==> config.mk <==
export PLATFORM = sky130hd
export DESIGN_NAME = edd_ctrl
export DESIGN_NICKNAME = d
export VERILOG_FILES = /design/src/rtl/edd_pkg.sv /design/src/rtl/edd_ctrl.sv
export SDC_FILE = /design/constraint.sdc
export NUM_CORES = 1
export LEC_CHECK = 0
export BUFFER_PORTS_ARGS = -buffer_cell sky130_fd_sc_hd__buf_2
export CORE_UTILIZATION = 42
export DETAILED_ROUTE_END_ITERATION = 8
export PLACE_DENSITY = 0.81
export SLEW_MARGIN = 20
export SYNTH_ARGS = -nofsm -noshare
export SYNTH_HDL_FRONTEND = slang
export SYNTH_SLANG_ARGS = --single-unit
==> constraint.sdc <==
create_clock -name clk_i -period 2.3 [get_ports clk_i]
set_input_delay 0.23 -clock clk_i [delete_from_list [all_inputs] [get_ports clk_i]]
set_output_delay 0.23 -clock clk_i [all_outputs]
set_load 0.005 [all_outputs]
==> src/rtl/edd_pkg.sv <==
// Shared types and constants for the error-diffusion dither block.
// No dependencies; used by the channel interfaces and every module.
package edd_pkg;

  localparam int unsigned PIX_W         = 16;
  localparam int unsigned LVL_W         = 16;
  localparam int unsigned IW_W          = 13;
  localparam int unsigned ANC_W         = 3;
  localparam int unsigned DVS_W         = 8;
  localparam int unsigned COEF_W        = 8;
  localparam int unsigned KROW_W        = 40;
  localparam int unsigned ENT_W         = 32;
  localparam int unsigned STORE_ROWS    = 3;
  localparam int unsigned KERNEL_ROWS   = 3;
  localparam int unsigned KERNEL_COLS   = 5;
  localparam int unsigned CFG_IDX_W     = 3;
  localparam int unsigned CFG_DATA_W    = 40;
  localparam int unsigned MAX_WIDTH_DEF = 4096;
  localparam int unsigned FRAC_BITS_DEF = 8;

  // Register indexes on the configuration channel
  localparam logic [CFG_IDX_W-1:0] REG_MAX_LEVEL   = 3'd0;
  localparam logic [CFG_IDX_W-1:0] REG_MIN_LEVEL   = 3'd1;
  localparam logic [CFG_IDX_W-1:0] REG_IMAGE_WIDTH = 3'd2;
  localparam logic [CFG_IDX_W-1:0] REG_ANCHOR      = 3'd3;
  localparam logic [CFG_IDX_W-1:0] REG_DIVISOR     = 3'd4;
  localparam logic [CFG_IDX_W-1:0] REG_KROW_ZERO   = 3'd5;
  localparam logic [CFG_IDX_W-1:0] REG_KROW_ONE    = 3'd6;
  localparam logic [CFG_IDX_W-1:0] REG_KROW_TWO    = 3'd7;

  // Reset values of the registers
  localparam logic [LVL_W-1:0]  RST_MAX_LEVEL   = 16'd255;
  localparam logic [LVL_W-1:0]  RST_MIN_LEVEL   = 16'd0;
  localparam logic [IW_W-1:0]   RST_IMAGE_WIDTH = 13'd640;
  localparam logic [ANC_W-1:0]  RST_ANCHOR      = 3'd2;
  localparam logic [DVS_W-1:0]  RST_DIVISOR     = 8'd16;
  localparam logic [KROW_W-1:0] RST_KROW_ZERO   = 40'd1792;
  localparam logic [KROW_W-1:0] RST_KROW_ONE    = 40'd83165184;
  localparam logic [KROW_W-1:0] RST_KROW_TWO    = 40'd0;

  typedef struct packed {
    logic [LVL_W-1:0]                    max_level;
    logic [LVL_W-1:0]                    min_level;
    logic [IW_W-1:0]                     image_width;
    logic [ANC_W-1:0]                    anchor_column;
    logic [DVS_W-1:0]                    divisor;
    logic [STORE_ROWS-1:0][KROW_W-1:0]   kernel;
  } edd_cfg_t;

  typedef enum logic [1:0] {
    ADDR_CLR = 2'd0,
    ADDR_CTR = 2'd1,
    ADDR_TAP = 2'd2
  } edd_addr_e;

  typedef struct packed {
    logic      pix_ld;
    logic      pos_clr;
    logic      clr_rst;
    logic      clr_step;
    edd_addr_e addr_sel;
    logic      zero_wr;
    logic      sum_ld;
    logic      err_ld;
    logic      div_init;
    logic      div_step;
    logic      tap_rst;
    logic      tap_ld;
    logic      frac_ld;
    logic      amt_ld;
    logic      tap_wr;
    logic      tap_next;
    logic      out_ld;
  } edd_cmd_t;

  typedef struct packed {
    logic clr_last;
    logic div_last;
    logic tap_ok;
    logic tap_last;
    logic out_free;
  } edd_sts_t;

endpackage

==> src/rtl/edd_ctrl.sv <==
// Sequencer for the dither block: clear pass, decision, division, tap loop.
// Depends on edd_pkg; drives edd_dpath through edd_cmd_t / edd_sts_t.
module edd_ctrl import edd_pkg::*; (
  input  logic     clk_i,
  input  logic     rst_ni,
  input  logic     pix_valid_i,
  input  logic     pix_sof_i,
  output logic     pix_ready_o,
  input  edd_sts_t sts_i,
  output edd_cmd_t cmd_o
);

  localparam logic [3:0] S_IDLE  = 4'd0;
  localparam logic [3:0] S_CLEAR = 4'd1;
  localparam logic [3:0] S_CRD   = 4'd2;
  localparam logic [3:0] S_CSUM  = 4'd3;
  localparam logic [3:0] S_CERR  = 4'd4;
  localparam logic [3:0] S_DINIT = 4'd5;
  localparam logic [3:0] S_DIV   = 4'd6;
  localparam logic [3:0] S_TSEL  = 4'd7;
  localparam logic [3:0] S_TFRAC = 4'd8;
  localparam logic [3:0] S_TAMT  = 4'd9;
  localparam logic [3:0] S_TWR   = 4'd10;
  localparam logic [3:0] S_FIN   = 4'd11;

  logic [3:0] state_q, state_d;
  logic       pend_q, pend_d;

  always_ff @(posedge clk_i or negedge rst_ni) begin
    if (!rst_ni) begin
      state_q <= S_CLEAR;
      pend_q  <= 1'b0;
    end else begin
      state_q <= state_d;
      pend_q  <= pend_d;
    end
  end

  assign pix_ready_o = (state_q == S_IDLE);

  always_comb begin
    state_d = state_q;
    pend_d  = pend_q;
    cmd_o   = '0;
    cmd_o.addr_sel = ADDR_CTR;
    unique case (state_q)
      S_IDLE: begin
        if (pix_valid_i) begin
          cmd_o.pix_ld = 1'b1;
          if (pix_sof_i) begin
            cmd_o.pos_clr = 1'b1;
            cmd_o.clr_rst = 1'b1;
            pend_d        = 1'b1;
            state_d       = S_CLEAR;
          end else begin
            state_d = S_CRD;
          end
        end
      end
      S_CLEAR: begin
        cmd_o.addr_sel = ADDR_CLR;
        cmd_o.clr_step = 1'b1;
        if (sts_i.clr_last) begin
          pend_d  = 1'b0;
          state_d = pend_q ? S_CRD : S_IDLE;
        end
      end
      S_CRD: state_d = S_CSUM;
      S_CSUM: begin
        cmd_o.zero_wr = 1'b1;
        cmd_o.sum_ld  = 1'b1;
        state_d       = S_CERR;
      end
      S_CERR: begin
        cmd_o.err_ld = 1'b1;
        state_d      = S_DINIT;
      end
      S_DINIT: begin
        cmd_o.div_init = 1'b1;
        cmd_o.tap_rst  = 1'b1;
        state_d        = S_DIV;
      end
      S_DIV: begin
        cmd_o.div_step = 1'b1;
        if (sts_i.div_last) state_d = S_TSEL;
      end
      S_TSEL: begin
        cmd_o.addr_sel = ADDR_TAP;
        cmd_o.tap_ld   = 1'b1;
        if (sts_i.tap_ok) begin
          state_d = S_TFRAC;
        end else begin
          cmd_o.tap_next = 1'b1;
          if (sts_i.tap_last) state_d = S_FIN;
        end
      end
      S_TFRAC: begin
        cmd_o.addr_sel = ADDR_TAP;
        cmd_o.frac_ld  = 1'b1;
        state_d        = S_TAMT;
      end
      S_TAMT: begin
        cmd_o.addr_sel = ADDR_TAP;
        cmd_o.amt_ld   = 1'b1;
        state_d        = S_TWR;
      end
      S_TWR: begin
        cmd_o.addr_sel = ADDR_TAP;
        cmd_o.tap_wr   = 1'b1;
        cmd_o.tap_next = 1'b1;
        state_d        = sts_i.tap_last ? S_FIN : S_TSEL;
      end
      S_FIN: begin
        if (sts_i.out_free) begin
          cmd_o.out_ld = 1'b1;
          state_d      = S_IDLE;
        end
      end
      default: state_d = S_IDLE;
    endcase
  end

endmodule

==> impl_results.md <==
- Crit end category: output pin
- CP Data Arrival Time: 1.71 ns
- Hold-fix buffers, CTS: 1
- Nets: 102
- Layout cells sized above 1: 0.435
- Post_cts resized: 0
- Max Cap Violations: 0
- Synth unique cells: 33
- Leak: 0.380 nW
- Post-synth top area share: 0.167
- Via count: 587
- Crit Path Class: reg -> out
- Clock Skew: 0.00126 ns
- CP Max Fanout: 13
- Area leader, netlist: dfrtp_1
- Main flop type after synthesis: dfrtp_1
- DRT antenna net count: 0
- Syn Nets: 78
- Postcts setup bufs: 0
- Core Util, Final: 0.545
- Max-Slew Margin vs Limit: 0.616
- Std-Cell Rows: 13
- Setup violators final: 0
- Reg2reg setup slack: 0.50 ns
- Setup TNS: 0 ns
- CTS Sinks: 5
- Post-synthesis register bit count: 5
- Area delta synth->final: 20.1%
- R2R cell count: 4
- Width of the die: 39.7 um
- Clock Power Share: 0.110
- Starting DRT DRC Count: 27
- Overflow after GRT: 0
- Gp weighted congestion: 0.803
- Antenna diode count: 0
- RSZ-0062 raised after global routing: false
- Total track usage: 0.195
- Min-delay src: sts_i[4]
- Via density: 5.49
- Pint: 0.493 mW
- Reg2reg end: state_q[0]$_DFFE_PN1P_
- P per Cell Area: 1280 nW/um2
- Drc violations: 0
- Die height: 39.7 um
- HP Class: in -> reg
- Async SR Flop Fraction: 1.00
- Commonest cells post-synth: 12 x nor2_1, 5 x buf_4, 5 x nand2_1
- Max Freq: 516 MHz
- IO Port Bufs: 27
- Largest net degree at the start of global routing: 22
- Die area: 1580 um2
- TritonCTS Buffers: 3
- Mean post-synth cell area: 8.67 um2
- CTS clk-pin slew, worst paths: 0.04 ns
- Hold-critical path endpoint: pend_q$_DFFE_PN0P_
- Ys Warns: 0
- Most common cell in the synthesized netlist: nor2_1
- Synth Instances: 69
- Final Hold Vio Count: 0
- DP HPWL: 1.07 mm
- CTS tree: yes
- Starting Density: 0.454
- Final worst slack: 0.363 ns
- Period minus WS final: 1.94 ns
- Combinational share of power: 0.576
- Switch share: 0.463
- Routed len/inst: 13.0 um
- Flop pwr share: 0.314
- First-pass GRT wire length: 2.10 mm
- Crit start category: flop
- Largest cells by area after synthesis: dfrtp_1 17%, nor2_1 7.5%, buf_4 6.3%, mux2_4 5.0%, dfstp_2 4.4%
- Core area: 1320 um2
- Post-Place Worst Slack: 0.519 ns
- Fin. max-slew vios: 0
- Filler Cell Count: 132
- R2R Path Start: state_q[0]$_DFFE_PN1P_
- Max clock buf depth: 2
- Critical Path RT: 2.07 ns
- Worst-skew pair later-pin latency: 0.24 ns
- VDD IR-drop max: 0.523 mV
- Pre-Repair DR Iteration Count: 4
- Root Driver: clkbuf_4
- I/O Pins: 28
- Switch Pwr: 0.424 mW
- Post-synth EDFFs: 0
- Slew @ Worst Pin: 0.577 ns
- Via count of the first global-routing pass: 513
- Detailed Route WL: 1.39 mm
- Initial antenna violation count: 0
- Final period util: 0.842
- Outcome: complete, no violations
- Sequential area share after synthesis: 0.211
- H-tree Lvls: 1
- WHS Path Cells: 2
- Mapped Area: 598 um2
-- cell type report --
type                       instances  area, um2  area share
inverter                           2       7.51      0.0105
clock buffer                       4       26.3      0.0366
multi-input combinational         53        394       0.549
tap                               15       18.8      0.0261
sequential                         5        126       0.176
timing repair buffer              28        145       0.202
-- kinds of logic (layout without fill, tap and decap cells) --
family,Yosys count,after routing,synth area share
buf+inv,11,34,0.130
compound gates,14,14,0.222
simple gates,35,35,0.354
mux,4,4,0.0837
flops,5,5,0.211
-- power groups by stage --
| stage | Sequential (mW) | Clock (mW) | Combinational [mW] |
|---|---|---|---|
| floorplan | 0.177 | 0 | 0.548 |
| global placement | 0.284 | 0 | 0.511 |
| detailed placement | 0.287 | 0 | 0.529 |
| CTS | 0.286 | 0.104 | 0.532 |
| global route | 0.303 | 0.113 | 0.588 |
| finish | 0.288 | 0.101 | 0.529 |
-- state kept, by name, summed over array words and instances (netlist names) --
name     flops
pend_q       1
state_q      4
-- worst max-delay path by stage --
| stage | depth (start not counted) | startpoint | slack (ns) | to |
|---|---|---|---|---|
| 6_report | 4 | state_q[2]$_DFFE_PN0P_ | 0.36 | cmd_o[16] |
| 5_1_grt | 4 | state_q[2]$_DFFE_PN0P_ | 0.27 | cmd_o[16] |
| 4_1_cts | 4 | state_q[2]$_DFFE_PN0P_ | 0.36 | cmd_o[16] |
| 3_5_place_dp | 4 | state_q[0]$_DFFE_PN1P_ | 0.52 | state_q[0]$_DFFE_PN1P_ |
| 3_3_place_gp | 4 | state_q[0]$_DFFE_PN1P_ | 0.56 | state_q[0]$_DFFE_PN1P_ |
| 2_1_floorplan | 4 | state_q[0]$_DFFE_PN1P_ | 0.68 | state_q[0]$_DFFE_PN1P_ |
-- critical path: stages (launching register included) --
cell     delay [ns]
dfrtp_1        0.52
or2_1          0.39
nor3_2         0.18
and3_1         0.24
buf_2          0.13
-- cell usage in the layout, fill, tap and decap left out, types with 2 or more instances in the layout --
cell type and n:
a21o_1 2, a21oi_1 2, and2_1 2, buf_2 27, clkbuf_4 3, dfrtp_1 4, inv_1 2, mux2_4 2
mux2i_1 2, nand2_1 5, nand2b_1 4, nor2_1 12, nor3_1 4
-- routing by layer --
layer	share of wire	vias to the layer above	GRT usage
met5	0	-	0
met4	0	0	0.0948
met3	0.078	0	0.0341
li1	-	292	-
met1	0.40	263	0.223
met2	0.52	32	0.340
-- through the flow --
| step | instances | power, mW | cell area (um2) | hold slack [ns] |
|---|---|---|---|---|
| after global placement | 102 | 0.795 | 682 | 0.0456 |
| final | 107 | 0.917 | 718 | 0.180 |
| after detailed placement | 102 | 0.816 | 682 | 0.0501 |
| after global routing | 107 | 1.00 | 718 | 0.172 |
| after CTS | 107 | 0.922 | 718 | 0.170 |
| after floorplan | 69 | 0.726 | 598 | -0.0656 |
(Power assumes the default switching activity.)
